### src/sv/bccm_pkg.sv
// ----------------------------------------------------------------------------
// bccm_pkg
// Shared widths, constants, codes and command/status types for the
// balance cascade motor controller.
// ----------------------------------------------------------------------------
`default_nettype none

package bccm_pkg;

    // Tuning constants
    localparam int INTEGRAL_MAX     = 16384;
    localparam int INTEGRAL_MIN     = -16384;
    localparam int ENC_COMPENSATION = 0;
    localparam int DEAD_BAND        = 0;

    // Field widths
    localparam int ENC_W     = 12;
    localparam int WORD_W    = 16;
    localparam int LIM_W     = 13;
    localparam int DRV_W     = 14;
    localparam int CFG_IDX_W = 3;

    // Datapath widths
    localparam int FS_W   = 24;
    localparam int INT_W  = 32;
    localparam int SUM_W  = 14;
    localparam int Q8     = 8;
    localparam int Q16    = 16;
    localparam int MA_W   = 32;
    localparam int MB_W   = 18;
    localparam int PROD_W = MA_W + MB_W;
    localparam int ACC_W  = PROD_W + 2;
    localparam int MIX_W  = ACC_W + 1;

    // Low-pass coefficients (0.7 and 0.3 in Q16) and rounding terms
    localparam int COEF_KEEP  = 45875;
    localparam int COEF_NEW   = 19661;
    localparam int ROUND_HALF = 32768;
    localparam int TRUNC_BIAS = 65535;

    // Configuration register indexes
    typedef enum logic [CFG_IDX_W-1:0] {
        REG_SPEED_P     = 3'd0,
        REG_SPEED_I     = 3'd1,
        REG_TILT_P      = 3'd2,
        REG_TILT_D      = 3'd3,
        REG_TURN_P      = 3'd4,
        REG_TURN_D      = 3'd5,
        REG_TILT_OFFSET = 3'd6,
        REG_DRIVE_LIMIT = 3'd7
    } reg_idx_t;

    localparam logic [LIM_W-1:0] DRIVE_LIMIT_RESET = 13'd4095;

    typedef struct packed {
        logic signed [WORD_W-1:0] speed_gain_p;
        logic signed [WORD_W-1:0] speed_gain_i;
        logic signed [WORD_W-1:0] tilt_gain_p;
        logic signed [WORD_W-1:0] tilt_gain_d;
        logic signed [WORD_W-1:0] turn_gain_p;
        logic signed [WORD_W-1:0] turn_gain_d;
        logic signed [WORD_W-1:0] tilt_offset;
        logic        [LIM_W-1:0]  drive_limit;
    } cfg_t;

    // Sequencer states
    typedef enum logic [3:0] {
        ST_IDLE,
        ST_MUL_KEEP,
        ST_MUL_NEW,
        ST_FILT_ACC,
        ST_FILT_UPD,
        ST_INT_UPD,
        ST_MUL_SP,
        ST_MUL_SI,
        ST_MUL_TP,
        ST_MUL_TD,
        ST_MUL_NP,
        ST_MUL_ND,
        ST_TURN_ACC,
        ST_MIX,
        ST_SAT,
        ST_OUT
    } state_t;

    // Shared multiplier operand select
    typedef enum logic [3:0] {
        MUL_NONE,
        MUL_KEEP,
        MUL_NEW,
        MUL_SP,
        MUL_SI,
        MUL_TP,
        MUL_TD,
        MUL_NP,
        MUL_ND
    } mul_sel_t;

    // What happens to last cycle's product
    typedef enum logic [2:0] {
        ACC_HOLD,
        ACC_LOAD,
        ACC_ADD,
        ACC_SUB,
        ACC_TURN_LOAD,
        ACC_TURN_ADD
    } acc_op_t;

    // State and result updates
    typedef enum logic [2:0] {
        UPD_NONE,
        UPD_FILTER,
        UPD_INTEGRAL,
        UPD_MIX,
        UPD_SAT
    } upd_sel_t;

    typedef struct packed {
        logic     load_in;
        mul_sel_t mul_sel;
        acc_op_t  acc_op;
        upd_sel_t upd_sel;
        logic     out_load;
    } dp_cmd_t;

    typedef struct packed {
        logic out_free;
    } dp_status_t;

endpackage

`default_nettype wire

### src/sv/bccm_cfg_regs.sv
// ----------------------------------------------------------------------------
// bccm_cfg_regs
// Gain, offset and drive limit registers behind the configuration port.
// ----------------------------------------------------------------------------
`default_nettype none

module bccm_cfg_regs (
    input  logic                           aclk,
    input  logic                           aresetn,
    input  logic                           cfg_valid,
    output logic                           cfg_ready,
    input  logic [bccm_pkg::CFG_IDX_W-1:0] cfg_index,
    input  logic [bccm_pkg::WORD_W-1:0]    cfg_data,
    output bccm_pkg::cfg_t                 cfg
);
    import bccm_pkg::*;

    // Gains and offset clear, drive limit at its default
    localparam cfg_t CFG_RESET = '{drive_limit: DRIVE_LIMIT_RESET, default: '0};

    cfg_t cfg_reg;
    cfg_t cfg_next;

    // Writes are always taken
    assign cfg_ready = 1'b1;
    assign cfg       = cfg_reg;

    // Register write decode
    always_comb begin
        cfg_next = cfg_reg;
        if (cfg_valid) begin
            unique case (reg_idx_t'(cfg_index))
                REG_SPEED_P:     cfg_next.speed_gain_p = cfg_data;
                REG_SPEED_I:     cfg_next.speed_gain_i = cfg_data;
                REG_TILT_P:      cfg_next.tilt_gain_p  = cfg_data;
                REG_TILT_D:      cfg_next.tilt_gain_d  = cfg_data;
                REG_TURN_P:      cfg_next.turn_gain_p  = cfg_data;
                REG_TURN_D:      cfg_next.turn_gain_d  = cfg_data;
                REG_TILT_OFFSET: cfg_next.tilt_offset  = cfg_data;
                REG_DRIVE_LIMIT: cfg_next.drive_limit  = cfg_data[LIM_W-1:0];
                default:         cfg_next = cfg_reg;
            endcase
        end
    end

    always_ff @(posedge aclk) begin
        if (!aresetn) begin
            cfg_reg <= CFG_RESET;
        end else begin
            cfg_reg <= cfg_next;
        end
    end

endmodule

`default_nettype wire

### src/sv/bccm_ctrl.sv
// ----------------------------------------------------------------------------
// bccm_ctrl
// Sequencer: steps one control tick through the shared multiplier schedule
// and hands the result to the output register.
// ----------------------------------------------------------------------------
`default_nettype none

module bccm_ctrl (
    input  logic                 aclk,
    input  logic                 aresetn,
    input  logic                 s_valid,
    output logic                 s_ready,
    output bccm_pkg::dp_cmd_t    cmd,
    input  bccm_pkg::dp_status_t status
);
    import bccm_pkg::*;

    state_t state_reg;
    state_t state_next;

    assign s_ready = (state_reg == ST_IDLE);

    // State register
    always_ff @(posedge aclk) begin
        if (!aresetn) begin
            state_reg <= ST_IDLE;
        end else begin
            state_reg <= state_next;
        end
    end

    // Next state and datapath commands
    always_comb begin
        state_next  = state_reg;
        cmd         = '0;
        cmd.mul_sel = MUL_NONE;
        cmd.acc_op  = ACC_HOLD;
        cmd.upd_sel = UPD_NONE;
        unique case (state_reg)
            ST_IDLE: begin
                if (s_valid) begin
                    cmd.load_in = 1'b1;
                    state_next  = ST_MUL_KEEP;
                end
            end
            ST_MUL_KEEP: begin
                cmd.mul_sel = MUL_KEEP;
                state_next  = ST_MUL_NEW;
            end
            ST_MUL_NEW: begin
                cmd.mul_sel = MUL_NEW;
                cmd.acc_op  = ACC_LOAD;
                state_next  = ST_FILT_ACC;
            end
            ST_FILT_ACC: begin
                cmd.acc_op = ACC_ADD;
                state_next = ST_FILT_UPD;
            end
            ST_FILT_UPD: begin
                cmd.upd_sel = UPD_FILTER;
                state_next  = ST_INT_UPD;
            end
            ST_INT_UPD: begin
                cmd.upd_sel = UPD_INTEGRAL;
                state_next  = ST_MUL_SP;
            end
            ST_MUL_SP: begin
                cmd.mul_sel = MUL_SP;
                state_next  = ST_MUL_SI;
            end
            ST_MUL_SI: begin
                cmd.mul_sel = MUL_SI;
                cmd.acc_op  = ACC_LOAD;
                state_next  = ST_MUL_TP;
            end
            ST_MUL_TP: begin
                cmd.mul_sel = MUL_TP;
                cmd.acc_op  = ACC_ADD;
                state_next  = ST_MUL_TD;
            end
            ST_MUL_TD: begin
                cmd.mul_sel = MUL_TD;
                cmd.acc_op  = ACC_SUB;
                state_next  = ST_MUL_NP;
            end
            ST_MUL_NP: begin
                cmd.mul_sel = MUL_NP;
                cmd.acc_op  = ACC_SUB;
                state_next  = ST_MUL_ND;
            end
            ST_MUL_ND: begin
                cmd.mul_sel = MUL_ND;
                cmd.acc_op  = ACC_TURN_LOAD;
                state_next  = ST_TURN_ACC;
            end
            ST_TURN_ACC: begin
                cmd.acc_op = ACC_TURN_ADD;
                state_next = ST_MIX;
            end
            ST_MIX: begin
                cmd.upd_sel = UPD_MIX;
                state_next  = ST_SAT;
            end
            ST_SAT: begin
                cmd.upd_sel = UPD_SAT;
                state_next  = ST_OUT;
            end
            ST_OUT: begin
                // wait here while the previous beat is still unclaimed
                if (status.out_free) begin
                    cmd.out_load = 1'b1;
                    state_next   = ST_IDLE;
                end
            end
            default: state_next = ST_IDLE;
        endcase
    end

    // Checks
    a_accept_starts: assert property (@(posedge aclk) disable iff (!aresetn)
        (s_valid && s_ready) |=> (state_reg == ST_MUL_KEEP))
        else $error("accepted beat did not start the multiply schedule");

    a_load_when_free: assert property (@(posedge aclk) disable iff (!aresetn)
        cmd.out_load |-> status.out_free)
        else $error("output register loaded while holding an unclaimed beat");

    a_out_waits: assert property (@(posedge aclk) disable iff (!aresetn)
        (state_reg == ST_OUT && !status.out_free) |=> (state_reg == ST_OUT))
        else $error("result dropped while output stalled");

endmodule

`default_nettype wire

### src/sv/bccm_datapath.sv
// ----------------------------------------------------------------------------
// bccm_datapath
// Operand registers, one shared 32x18 multiplier, accumulators, filter and
// integral state, mixing/saturation and the output register.
// ----------------------------------------------------------------------------
`default_nettype none

module bccm_datapath (
    input  logic                                aclk,
    input  logic                                aresetn,
    input  bccm_pkg::cfg_t                      cfg,
    input  bccm_pkg::dp_cmd_t                   cmd,
    output bccm_pkg::dp_status_t                status,
    input  logic signed [bccm_pkg::ENC_W-1:0]   s_left_enc_count,
    input  logic signed [bccm_pkg::ENC_W-1:0]   s_right_enc_count,
    input  logic signed [bccm_pkg::WORD_W-1:0]  s_target_speed,
    input  logic                                s_stop_request,
    input  logic signed [bccm_pkg::WORD_W-1:0]  s_tilt_angle,
    input  logic signed [bccm_pkg::WORD_W-1:0]  s_tilt_rate,
    input  logic signed [bccm_pkg::WORD_W-1:0]  s_turn_target,
    input  logic signed [bccm_pkg::WORD_W-1:0]  s_yaw_rate,
    output logic                                m_valid,
    input  logic                                m_ready,
    output logic                                m_left_reverse,
    output logic        [bccm_pkg::DRV_W-1:0]   m_left_drive,
    output logic                                m_right_reverse,
    output logic        [bccm_pkg::DRV_W-1:0]   m_right_drive
);
    import bccm_pkg::*;

    localparam int ANG_W   = WORD_W + 1;
    localparam int SHIFT_W = ACC_W - Q16;
    localparam int WHOLE_W = MIX_W - Q16;
    localparam int ISUM_W  = INT_W + 2;

    localparam logic signed [FS_W-1:0]   FS_MAX = {1'b0, {(FS_W-1){1'b1}}};
    localparam logic signed [FS_W-1:0]   FS_MIN = {1'b1, {(FS_W-1){1'b0}}};
    localparam logic signed [ISUM_W-1:0] INT_HI = ISUM_W'(INTEGRAL_MAX * 256);
    localparam logic signed [ISUM_W-1:0] INT_LO = ISUM_W'(INTEGRAL_MIN * 256);

    // Truncate toward zero by 16 fraction bits, then clamp to +-limit
    function automatic logic signed [DRV_W-1:0] sat_drive(
        input logic signed [MIX_W-1:0] x,
        input logic        [LIM_W-1:0] lim
    );
        logic signed [MIX_W-1:0]   biased;
        logic signed [WHOLE_W-1:0] whole;
        logic signed [WHOLE_W-1:0] lim_pos;
        logic signed [WHOLE_W-1:0] lim_neg;
        biased  = x + (x[MIX_W-1] ? MIX_W'(TRUNC_BIAS) : '0);
        whole   = biased[MIX_W-1:Q16];
        lim_pos = WHOLE_W'({1'b0, lim});
        lim_neg = -lim_pos;
        if (whole > lim_pos) begin
            sat_drive = DRV_W'(lim_pos);
        end else if (whole < lim_neg) begin
            sat_drive = DRV_W'(lim_neg);
        end else begin
            sat_drive = DRV_W'(whole);
        end
    endfunction

    // Operand registers for the current tick
    logic signed [SUM_W-1:0]  sum_reg;
    logic signed [WORD_W-1:0] tgt_reg;
    logic                     stop_reg;
    logic signed [ANG_W-1:0]  ang_diff_reg;
    logic signed [WORD_W-1:0] trate_reg;
    logic signed [WORD_W-1:0] tturn_reg;
    logic signed [WORD_W-1:0] yaw_reg;

    // Loop state
    logic signed [FS_W-1:0]  fs_reg;
    logic signed [FS_W-1:0]  fs_next;
    logic signed [INT_W-1:0] integ_reg;
    logic signed [INT_W-1:0] integ_next;

    // Arithmetic
    logic signed [MA_W-1:0]   mul_a;
    logic signed [MB_W-1:0]   mul_b;
    logic signed [PROD_W-1:0] prod_reg;
    logic signed [ACC_W-1:0]  acc_reg;
    logic signed [ACC_W-1:0]  turn_reg;
    logic signed [MIX_W-1:0]  mix_l_reg;
    logic signed [MIX_W-1:0]  mix_r_reg;
    logic signed [DRV_W-1:0]  sat_l_reg;
    logic signed [DRV_W-1:0]  sat_r_reg;

    logic signed [SUM_W+Q8-1:0]  sum_q8;
    logic signed [WORD_W+Q8-1:0] tgt_q8;
    logic signed [WORD_W+Q8-1:0] trate_q8;
    logic signed [WORD_W+Q8-1:0] tturn_q8;
    logic signed [WORD_W+Q8-1:0] yaw_q8;
    logic signed [ACC_W-1:0]     fs_round;
    logic signed [SHIFT_W-1:0]   fs_shift;
    logic signed [ISUM_W-1:0]    int_sum;

    logic                    m_valid_reg;
    logic                    m_left_reverse_reg;
    logic [DRV_W-1:0]        m_left_drive_reg;
    logic                    m_right_reverse_reg;
    logic [DRV_W-1:0]        m_right_drive_reg;
    logic signed [DRV_W-1:0] abs_l;
    logic signed [DRV_W-1:0] abs_r;

    assign sum_q8   = {sum_reg, {Q8{1'b0}}};
    assign tgt_q8   = {tgt_reg, {Q8{1'b0}}};
    assign trate_q8 = {trate_reg, {Q8{1'b0}}};
    assign tturn_q8 = {tturn_reg, {Q8{1'b0}}};
    assign yaw_q8   = {yaw_reg, {Q8{1'b0}}};

    // Input capture
    always_ff @(posedge aclk) begin
        if (cmd.load_in) begin
            sum_reg      <= SUM_W'(s_left_enc_count) + SUM_W'(s_right_enc_count)
                            + SUM_W'(ENC_COMPENSATION);
            tgt_reg      <= s_target_speed;
            stop_reg     <= s_stop_request;
            ang_diff_reg <= ANG_W'(s_tilt_angle) - ANG_W'(cfg.tilt_offset);
            trate_reg    <= s_tilt_rate;
            tturn_reg    <= s_turn_target;
            yaw_reg      <= s_yaw_rate;
        end
    end

    // Shared multiplier operand select
    always_comb begin
        mul_a = '0;
        mul_b = '0;
        unique case (cmd.mul_sel)
            MUL_NONE: begin
                mul_a = '0;
                mul_b = '0;
            end
            MUL_KEEP: begin
                mul_a = MA_W'(fs_reg);
                mul_b = MB_W'(COEF_KEEP);
            end
            MUL_NEW: begin
                mul_a = MA_W'(sum_q8);
                mul_b = MB_W'(COEF_NEW);
            end
            MUL_SP: begin
                mul_a = MA_W'(fs_reg);
                mul_b = MB_W'(cfg.speed_gain_p);
            end
            MUL_SI: begin
                mul_a = MA_W'(integ_reg);
                mul_b = MB_W'(cfg.speed_gain_i);
            end
            MUL_TP: begin
                mul_a = MA_W'(ang_diff_reg);
                mul_b = MB_W'(cfg.tilt_gain_p);
            end
            MUL_TD: begin
                mul_a = MA_W'(trate_q8);
                mul_b = MB_W'(cfg.tilt_gain_d);
            end
            MUL_NP: begin
                mul_a = MA_W'(tturn_q8);
                mul_b = MB_W'(cfg.turn_gain_p);
            end
            MUL_ND: begin
                mul_a = MA_W'(yaw_q8);
                mul_b = MB_W'(cfg.turn_gain_d);
            end
            default: begin
                mul_a = '0;
                mul_b = '0;
            end
        endcase
    end

    always_ff @(posedge aclk) begin
        if (cmd.mul_sel != MUL_NONE) begin
            prod_reg <= mul_a * mul_b;
        end
    end

    // Accumulators: speed minus tilt in acc, turn term on its own
    always_ff @(posedge aclk) begin
        unique case (cmd.acc_op)
            ACC_HOLD:      ;
            ACC_LOAD:      acc_reg  <= ACC_W'(prod_reg);
            ACC_ADD:       acc_reg  <= acc_reg + ACC_W'(prod_reg);
            ACC_SUB:       acc_reg  <= acc_reg - ACC_W'(prod_reg);
            ACC_TURN_LOAD: turn_reg <= ACC_W'(prod_reg);
            ACC_TURN_ADD:  turn_reg <= turn_reg + ACC_W'(prod_reg);
            default:       ;
        endcase
    end

    // Filter update: round half up, drop 16 fraction bits, clamp to 24 bits
    always_comb begin
        fs_round = acc_reg + ACC_W'(ROUND_HALF);
        fs_shift = fs_round[ACC_W-1:Q16];
        if (fs_shift > SHIFT_W'(FS_MAX)) begin
            fs_next = FS_MAX;
        end else if (fs_shift < SHIFT_W'(FS_MIN)) begin
            fs_next = FS_MIN;
        end else begin
            fs_next = FS_W'(fs_shift);
        end
    end

    // Integral update with clamping
    always_comb begin
        int_sum = ISUM_W'(integ_reg) + ISUM_W'(fs_reg) - ISUM_W'(tgt_q8);
        if (int_sum > INT_HI) begin
            integ_next = INT_W'(INT_HI);
        end else if (int_sum < INT_LO) begin
            integ_next = INT_W'(INT_LO);
        end else begin
            integ_next = INT_W'(int_sum);
        end
    end

    always_ff @(posedge aclk) begin
        if (!aresetn) begin
            fs_reg    <= '0;
            integ_reg <= '0;
        end else begin
            if (cmd.upd_sel == UPD_FILTER) begin
                fs_reg <= fs_next;
            end
            if (cmd.upd_sel == UPD_INTEGRAL) begin
                integ_reg <= integ_next;
            end else if (cmd.out_load && stop_reg) begin
                // stop clears the integral once this tick's result is out
                integ_reg <= '0;
            end
        end
    end

    // Per-wheel mix, then truncate and saturate
    always_ff @(posedge aclk) begin
        if (cmd.upd_sel == UPD_MIX) begin
            mix_l_reg <= MIX_W'(acc_reg) + MIX_W'(turn_reg);
            mix_r_reg <= MIX_W'(acc_reg) - MIX_W'(turn_reg);
        end
        if (cmd.upd_sel == UPD_SAT) begin
            sat_l_reg <= sat_drive(mix_l_reg, cfg.drive_limit);
            sat_r_reg <= sat_drive(mix_r_reg, cfg.drive_limit);
        end
    end

    // Direction and magnitude plus dead band
    assign abs_l = sat_l_reg[DRV_W-1] ? -sat_l_reg : sat_l_reg;
    assign abs_r = sat_r_reg[DRV_W-1] ? -sat_r_reg : sat_r_reg;

    // Output register
    always_ff @(posedge aclk) begin
        if (!aresetn) begin
            m_valid_reg <= 1'b0;
        end else if (cmd.out_load) begin
            m_valid_reg <= 1'b1;
        end else if (m_ready) begin
            m_valid_reg <= 1'b0;
        end
    end

    always_ff @(posedge aclk) begin
        if (cmd.out_load) begin
            m_left_reverse_reg  <= sat_l_reg[DRV_W-1];
            m_left_drive_reg    <= DRV_W'(abs_l) + DRV_W'(DEAD_BAND);
            m_right_reverse_reg <= sat_r_reg[DRV_W-1];
            m_right_drive_reg   <= DRV_W'(abs_r) + DRV_W'(DEAD_BAND);
        end
    end

    assign status.out_free = !m_valid_reg || m_ready;
    assign m_valid         = m_valid_reg;
    assign m_left_reverse  = m_left_reverse_reg;
    assign m_left_drive    = m_left_drive_reg;
    assign m_right_reverse = m_right_reverse_reg;
    assign m_right_drive   = m_right_drive_reg;

    // Checks
    a_integ_bounds: assert property (@(posedge aclk) disable iff (!aresetn)
        (ISUM_W'(integ_reg) <= INT_HI) && (ISUM_W'(integ_reg) >= INT_LO))
        else $error("speed integral outside its clamp window");

    a_fs_hold: assert property (@(posedge aclk) disable iff (!aresetn)
        (cmd.upd_sel != UPD_FILTER) |=> $stable(fs_reg))
        else $error("filtered speed changed outside the filter step");

    a_out_valid: assert property (@(posedge aclk) disable iff (!aresetn)
        cmd.out_load |=> m_valid)
        else $error("loaded result not presented");

endmodule

`default_nettype wire

### src/sv/balance_cascade_motor_controller.sv
// ----------------------------------------------------------------------------
// balance_cascade_motor_controller
// Two-wheel balance controller: speed PI, tilt PD and turn PD loops mixed
// into a direction and drive magnitude per wheel.
// ----------------------------------------------------------------------------
// Usage:
//   Input channel s_*: one beat per control tick (encoder counts, speed
//   target, stop request, tilt angle/rate, turn target, yaw rate).
//   Result channel m_*: one beat per tick (direction and magnitude per wheel).
//   Config channel cfg_*: writes gains, tilt offset and drive limit by index;
//   always ready. Write only while no tick is in flight.
//   Schedule: a tick steps through the eight products that share one
//   32x18 multiplier plus the filter, integral, mix and saturate steps. The
//   result is registered as the sequencer leaves ST_OUT and s_ready rises at that
//   same edge, so a new beat is taken only once the previous result is loaded.
//   Stall: while m_valid waits for m_ready the next tick is still accepted
//   and computed; it then waits in the sequencer for the output register.
//   Reset (aresetn low, synchronous): filter state and integral clear, gains
//   and offset clear, drive limit returns to 4095, no result pending.
// ----------------------------------------------------------------------------
`default_nettype none

module balance_cascade_motor_controller (
    input  logic                                aclk,
    input  logic                                aresetn,
    // configuration writes
    input  logic                                cfg_valid,
    output logic                                cfg_ready,
    input  logic [bccm_pkg::CFG_IDX_W-1:0]      cfg_index,
    input  logic [bccm_pkg::WORD_W-1:0]         cfg_data,
    // tick input
    input  logic                                s_valid,
    output logic                                s_ready,
    input  logic signed [bccm_pkg::ENC_W-1:0]   s_left_enc_count,
    input  logic signed [bccm_pkg::ENC_W-1:0]   s_right_enc_count,
    input  logic signed [bccm_pkg::WORD_W-1:0]  s_target_speed,
    input  logic                                s_stop_request,
    input  logic signed [bccm_pkg::WORD_W-1:0]  s_tilt_angle,
    input  logic signed [bccm_pkg::WORD_W-1:0]  s_tilt_rate,
    input  logic signed [bccm_pkg::WORD_W-1:0]  s_turn_target,
    input  logic signed [bccm_pkg::WORD_W-1:0]  s_yaw_rate,
    // drive result
    output logic                                m_valid,
    input  logic                                m_ready,
    output logic                                m_left_reverse,
    output logic        [bccm_pkg::DRV_W-1:0]   m_left_drive,
    output logic                                m_right_reverse,
    output logic        [bccm_pkg::DRV_W-1:0]   m_right_drive
);
    import bccm_pkg::*;

    cfg_t       cfg;
    dp_cmd_t    cmd;
    dp_status_t status;

    bccm_cfg_regs u_cfg_regs (
        .aclk      (aclk),
        .aresetn   (aresetn),
        .cfg_valid (cfg_valid),
        .cfg_ready (cfg_ready),
        .cfg_index (cfg_index),
        .cfg_data  (cfg_data),
        .cfg       (cfg)
    );

    bccm_ctrl u_ctrl (
        .aclk    (aclk),
        .aresetn (aresetn),
        .s_valid (s_valid),
        .s_ready (s_ready),
        .cmd     (cmd),
        .status  (status)
    );

    bccm_datapath u_datapath (
        .aclk              (aclk),
        .aresetn           (aresetn),
        .cfg               (cfg),
        .cmd               (cmd),
        .status            (status),
        .s_left_enc_count  (s_left_enc_count),
        .s_right_enc_count (s_right_enc_count),
        .s_target_speed    (s_target_speed),
        .s_stop_request    (s_stop_request),
        .s_tilt_angle      (s_tilt_angle),
        .s_tilt_rate       (s_tilt_rate),
        .s_turn_target     (s_turn_target),
        .s_yaw_rate        (s_yaw_rate),
        .m_valid           (m_valid),
        .m_ready           (m_ready),
        .m_left_reverse    (m_left_reverse),
        .m_left_drive      (m_left_drive),
        .m_right_reverse   (m_right_reverse),
        .m_right_drive     (m_right_drive)
    );

endmodule

`default_nettype wire

### config.mk
export PLATFORM = sky130hd
export DESIGN_NAME = balance_cascade_motor_controller
export DESIGN_NICKNAME = d
export VERILOG_FILES = /design/src/sv/bccm_pkg.sv /design/src/sv/bccm_cfg_regs.sv /design/src/sv/bccm_ctrl.sv /design/src/sv/bccm_datapath.sv /design/src/sv/balance_cascade_motor_controller.sv
export SDC_FILE = /design/constraint.sdc
export NUM_CORES = 2
export LEC_CHECK = 0
export BUFFER_PORTS_ARGS = -buffer_cell sky130_fd_sc_hd__clkbuf_2
export CORE_MARGIN = 1.5
export CORE_UTILIZATION = 45
export CTS_BUF_LIST = sky130_fd_sc_hd__clkbuf_2
export DETAILED_ROUTE_END_ITERATION = 8
export GPL_ROUTABILITY_DRIVEN = 0
export PLACE_DENSITY_LB_ADDON = 0.25
export RECOVER_POWER = 25
export SYNTH_ARGS = -nofsm -noshare
export SYNTH_HDL_FRONTEND = slang
export SYNTH_SLANG_ARGS = --single-unit
### constraint.sdc
create_clock -name aclk -period 10.1 [get_ports aclk]
set_input_delay 0.505 -clock aclk [delete_from_list [all_inputs] [get_ports aclk]]
set_output_delay 0.505 -clock aclk [all_outputs]
set_load 0.02 [all_outputs]
==> Flow_metrics.wiki <==
{| class="wikitable"
! Metric !! Value
|-
| Final clock skew || 148 ps
|-
| Sequential-to-total area share from yosys stat || 0.253
|-
| Headroom to the max-slew limit || -0.994
|-
| Type of the worst min-delay path || in -> reg
|-
| Global Route Usage Sum || 0.273
|-
| Number of pins exceeding their max-slew limit in the final report || 259
|-
| Register bit count reported by yosys || 598
|-
| Via Count || 54.9k
|-
| Area occupied by multi-input gates || 42800 sq um
|-
| Reg-to-Reg End || u_datapath.prod_reg[44]
|-
| Total congestion overflow after global routing || 0
|-
| Hold depth || 3
|-
| Switch Pwr || 3250 uW
|-
| Total die area || 144000 sq um
|-
| Post-synthesis area per instance || 8.76 sq um
|-
| Cells after Synth || 7267
|-
| Main flop type after synthesis || sky130_fd_sc_hd__edfxtp_1
|-
| Total of endpoints with negative setup slack in the final report || 0
|-
| Number of sinks driven by the clock tree || 598
|-
| Boundary pin count || 162
|-
| Number of H-tree branching levels || 4
|-
| Sum of negative setup slack || 0 ps
|-
| Required time at the endpoint of the critical path || 11430 ps
|-
| Outcome || finished, violations left
|-
| Number of hold violations in the final report || 0
|-
| Adder-cell share of the synthesized area || 0.288
|-
| Core Area || 140000 sq um
|-
| Fin crit period || 9450 ps
|-
| Proportion of synthesized area in mux cells || 0.00470
|-
| Mapped cell area || 63600 sq um
|-
| Number of enable flip-flop cells after synthesis || 412
|-
| Post-Synth Simple-Gate Area || 0.162
|-
| Share of power burned in the clock network || 0.245
|-
| Startpoint of the worst hold path || s_turn_target[1]
|-
| Starting utilization of the core area || 0.455
|-
| Peak per-stage delay on the critical path || 630 ps
|-
| Failing checks || capacitance limit, slew limit
|-
| Count of hold-fix buffers inserted at cts || 337
|-
| Kind of capture point of the worst setup path || register
|-
| Static leakage || 0.0314 uW
|-
| Number of global-route vias before repair || 54.8k
|-
| Die outline width || 379 microns
|-
| Synth top area share || 0.194
|-
| First-pass GRT wire length || 304000 microns
|-
| Cell taking the most area after synthesis || sky130_fd_sc_hd__edfxtp_1
|-
| Average wire per standard cell || 20.1 microns
|-
| Combinational power share || 0.378
|-
| Setup fix buffers added after clock tree synthesis || 0
|-
| First-pass iteration count of the detailed router || 6
|-
| Most numerous cell on the critical path || sky130_fd_sc_hd__fa_1
|-
| Worst path slowest cell || sky130_fd_sc_hd__dfxtp_1
|-
| Largest fanout of any net on the critical path || 15
|-
| Slack of the worst reg-to-reg path || 650 ps
|-
| Clock tree from TritonCTS || built
|-
| Worst IR drop on VDD || 0.000118 V
|-
| Power Internal || 4950 uW
|-
| Later-pin clock latency in the skew report || 1710 ps
|-
| Post-Synth XOR/XNOR Area || 0.0615
|-
| Number of input and output port buffers inserted || 160
|-
| Post-detailed-route count of antenna-violating nets || 0
|-
| Final Power || 8200 uW
|-
| Data arrival at the endpoint of the critical path || 10780 ps
|-
| Kind of critical path || reg -> reg
|-
| Main combinational cell family by area after synthesis || adder cells
|-
| Std-Cell Rows || 137
|-
| Fraction of power consumed by sequential logic || 0.376
|-
| PostCTS Resize Cnt || 0
|-
| Via count normalized by instance count || 5.62
|-
| Highest clock rate || 106 MHz
|-
| Cells on worst reg2reg path || 27
|-
| Power density over the cells || 115 nW/um^2
|-
| # fillers || 13.1k
|-
| Initial antenna violation count || 13
|-
| Synthesized-area fraction occupied by ao, oa, aoi and oai cells || 0.155
|-
| Storage element area || 16100 sq um
|-
| Number of standard cells in the final layout excluding fillers || 9769
|-
| Fraction of power spent switching nets || 0.396
|-
| Instance count after placement with tap cells included || 9115
|-
| Maximum Capacitance Violations || 8
|-
| Total routed wirelength || 196000 microns
|-
| Yosys warnings || 0
|-
| Hold slack final || 179 ps
|-
| Number of buffers created by CTS || 167
|-
| Share of async-settable or async-resettable flops after synthesis || 0
|-
| Post-layout net count || 8986
|-
| Biggest area contributors in the synthesized netlist || sky130_fd_sc_hd__edfxtp_1, sky130_fd_sc_hd__fa_1, sky130_fd_sc_hd__ha_1, sky130_fd_sc_hd__inv_1, sky130_fd_sc_hd__dfxtp_1
|-
| Post-Synthesis Net Count || 8508
|-
| Library cell used as clock root buffer || sky130_fd_sc_hd__clkbuf_2
|-
| Layout area overhead || 12.4%
|-
| Critical register-to-register path startpoint || u_ctrl.state_reg[1]
|-
| Largest register FFs || 125
|-
| RSZ-0062 raised after global routing || false
|-
| Fraction of layout instances using a drive strength above 1 || 0.0774
|-
| Drt drc || 0
|-
| Unique masters post-synth || 99
|-
| Critical path launch point type || register
|-
| Max Buffers Root-to-Sink || 3
|-
| Transition at the pin with the smallest max-transition slack || 2990 ps
|-
| Die H || 379 microns
|-
| Sink of the worst hold path || u_datapath.tturn_reg[1]
|-
| Pin count of the biggest net entering global routing || 82
|-
| Estimated wirelength of the detail-placed design || 150000 microns
|-
| Clk pin slew, worst setup/hold paths || 110 ps
|-
| Number of design-rule violations left by the first detailed-router iteration || 4861
|-
| Crit share post-route || 0.936
|}
cell usage in the layout (no fill, tap or decap), types with 29 or more instances in the layout:
cell type	synthesis	routed
sky130_fd_sc_hd__a211oi_1	55	55
sky130_fd_sc_hd__a21o_1	129	129
sky130_fd_sc_hd__a21oi_1	491	490
sky130_fd_sc_hd__a22oi_1	54	54
sky130_fd_sc_hd__a31oi_1	43	42
sky130_fd_sc_hd__and2_1	30	29
sky130_fd_sc_hd__and3_1	62	62
sky130_fd_sc_hd__and4_1	45	45
sky130_fd_sc_hd__buf_4	2	82
sky130_fd_sc_hd__clkbuf_2	9	391
sky130_fd_sc_hd__clkinv_1	2	45
sky130_fd_sc_hd__dfxtp_1	186	186
sky130_fd_sc_hd__dlygate4sd3_1	0	337
sky130_fd_sc_hd__edfxtp_1	412	412
sky130_fd_sc_hd__fa_1	584	584
sky130_fd_sc_hd__ha_1	528	528
sky130_fd_sc_hd__inv_1	999	998
sky130_fd_sc_hd__nand2_1	937	937
sky130_fd_sc_hd__nand2b_1	68	68
sky130_fd_sc_hd__nand3_1	131	131
sky130_fd_sc_hd__nand4_1	78	78
sky130_fd_sc_hd__nor2_1	601	593
sky130_fd_sc_hd__nor2b_1	65	65
sky130_fd_sc_hd__nor3_1	99	96
sky130_fd_sc_hd__o211ai_1	40	40
sky130_fd_sc_hd__o21a_1	39	39
sky130_fd_sc_hd__o21ai_0	312	310
sky130_fd_sc_hd__o21bai_1	41	41
sky130_fd_sc_hd__o31ai_1	52	52
sky130_fd_sc_hd__or3_1	34	33
sky130_fd_sc_hd__xnor2_1	292	292
sky130_fd_sc_hd__xor2_1	155	155
synthesized netlist by cell type (all sizes together) (62+ instances only):
master / count
a21o: 129
a21oi: 491
and3: 62
clkbuf: 259
dfxtp: 186
edfxtp: 412
fa: 584
ha: 528
inv: 1000
nand2: 937
nand2b: 68
nand3: 131
nand4: 79
nor2: 601
nor2b: 65
nor3: 99
o21ai: 321
xnor2: 292
xor2: 155
metal layers:
metal | vias to the layer above | track usage | share of wire
met4 | 4 | 0.147 | 0.058
met2 | 2369 | 0.448 | 0.46
met3 | 555 | 0.0562 | 0.082
li1 | 25693 | - | -
met1 | 26312 | 0.335 | 0.40
met5 | - | 0 | 0.00013
per-stage QoR:
step / area, sq um / worst slack, ps / util
floorplan: 63600 / 1960 / -
global placement: 66500 / 917 / 0.476
detailed placement: 66500 / 783 / 0.476
CTS: 71600 / 749 / 0.512
global route: 71500 / 282 / 0.511
finish: 71500 / 645 / 0.512
power groups by stage:
stage / clock network (uW) / logic, uW / registers (uW)
floorplan: 0 / 2220 / 3020
global placement: 0 / 2870 / 3130
detailed placement: 0 / 2920 / 3130
CTS: 2060 / 3050 / 3070
global route: 2180 / 3430 / 3100
finish: 2010 / 3100 / 3090
worst max path at each step:
stage                   startpoint                       to  slack [ps]
2_1_floorplan  u_ctrl.state_reg[3]  u_datapath.prod_reg[45]        1960
4_1_cts        u_ctrl.state_reg[1]  u_datapath.prod_reg[44]         750
3_5_place_dp   u_ctrl.state_reg[1]  u_datapath.prod_reg[44]         780
3_3_place_gp   u_ctrl.state_reg[1]  u_datapath.prod_reg[44]         920
5_1_grt        u_ctrl.state_reg[1]  u_datapath.prod_reg[44]         280
6_report       u_ctrl.state_reg[1]  u_datapath.prod_reg[44]         650
worst max-delay path: cells and delay by family, from the launching register on:
kind	cells	cell delay (ps)
DFF	1	630
AOI/OAI and AO/OA	9	2410
adders and majority gates	7	3600
and+or+nand+nor	5	1730
buffers and inverters	5	700
xor gates and xnor gates	1	80
layout make-up:
cell class | count | area share
multi-input combinational | 5384 | 0.598
sequential | 598 | 0.225
timing repair buffer | 592 | 0.0678
inverter | 1002 | 0.0526
tap | 1876 | 0.0328
clock buffer | 235 | 0.0164
clock inverter | 67 | 0.00713
antenna | 15 | 0.000525
kinds of logic (layout without fill, tap and decap cells):
group,Yosys count,in the layout
XOR/XNOR,447,447
other,1,16
multiplexers,29,29
AND/OR/NAND/NOR,2265,2265
adder cells (fa/ha/maj),1112,1112
flip-flops,598,598
AO/OA/AOI/OAI,1530,1530
buffers and inverters,1285,1896
Power figures use the tool's default switching activity.
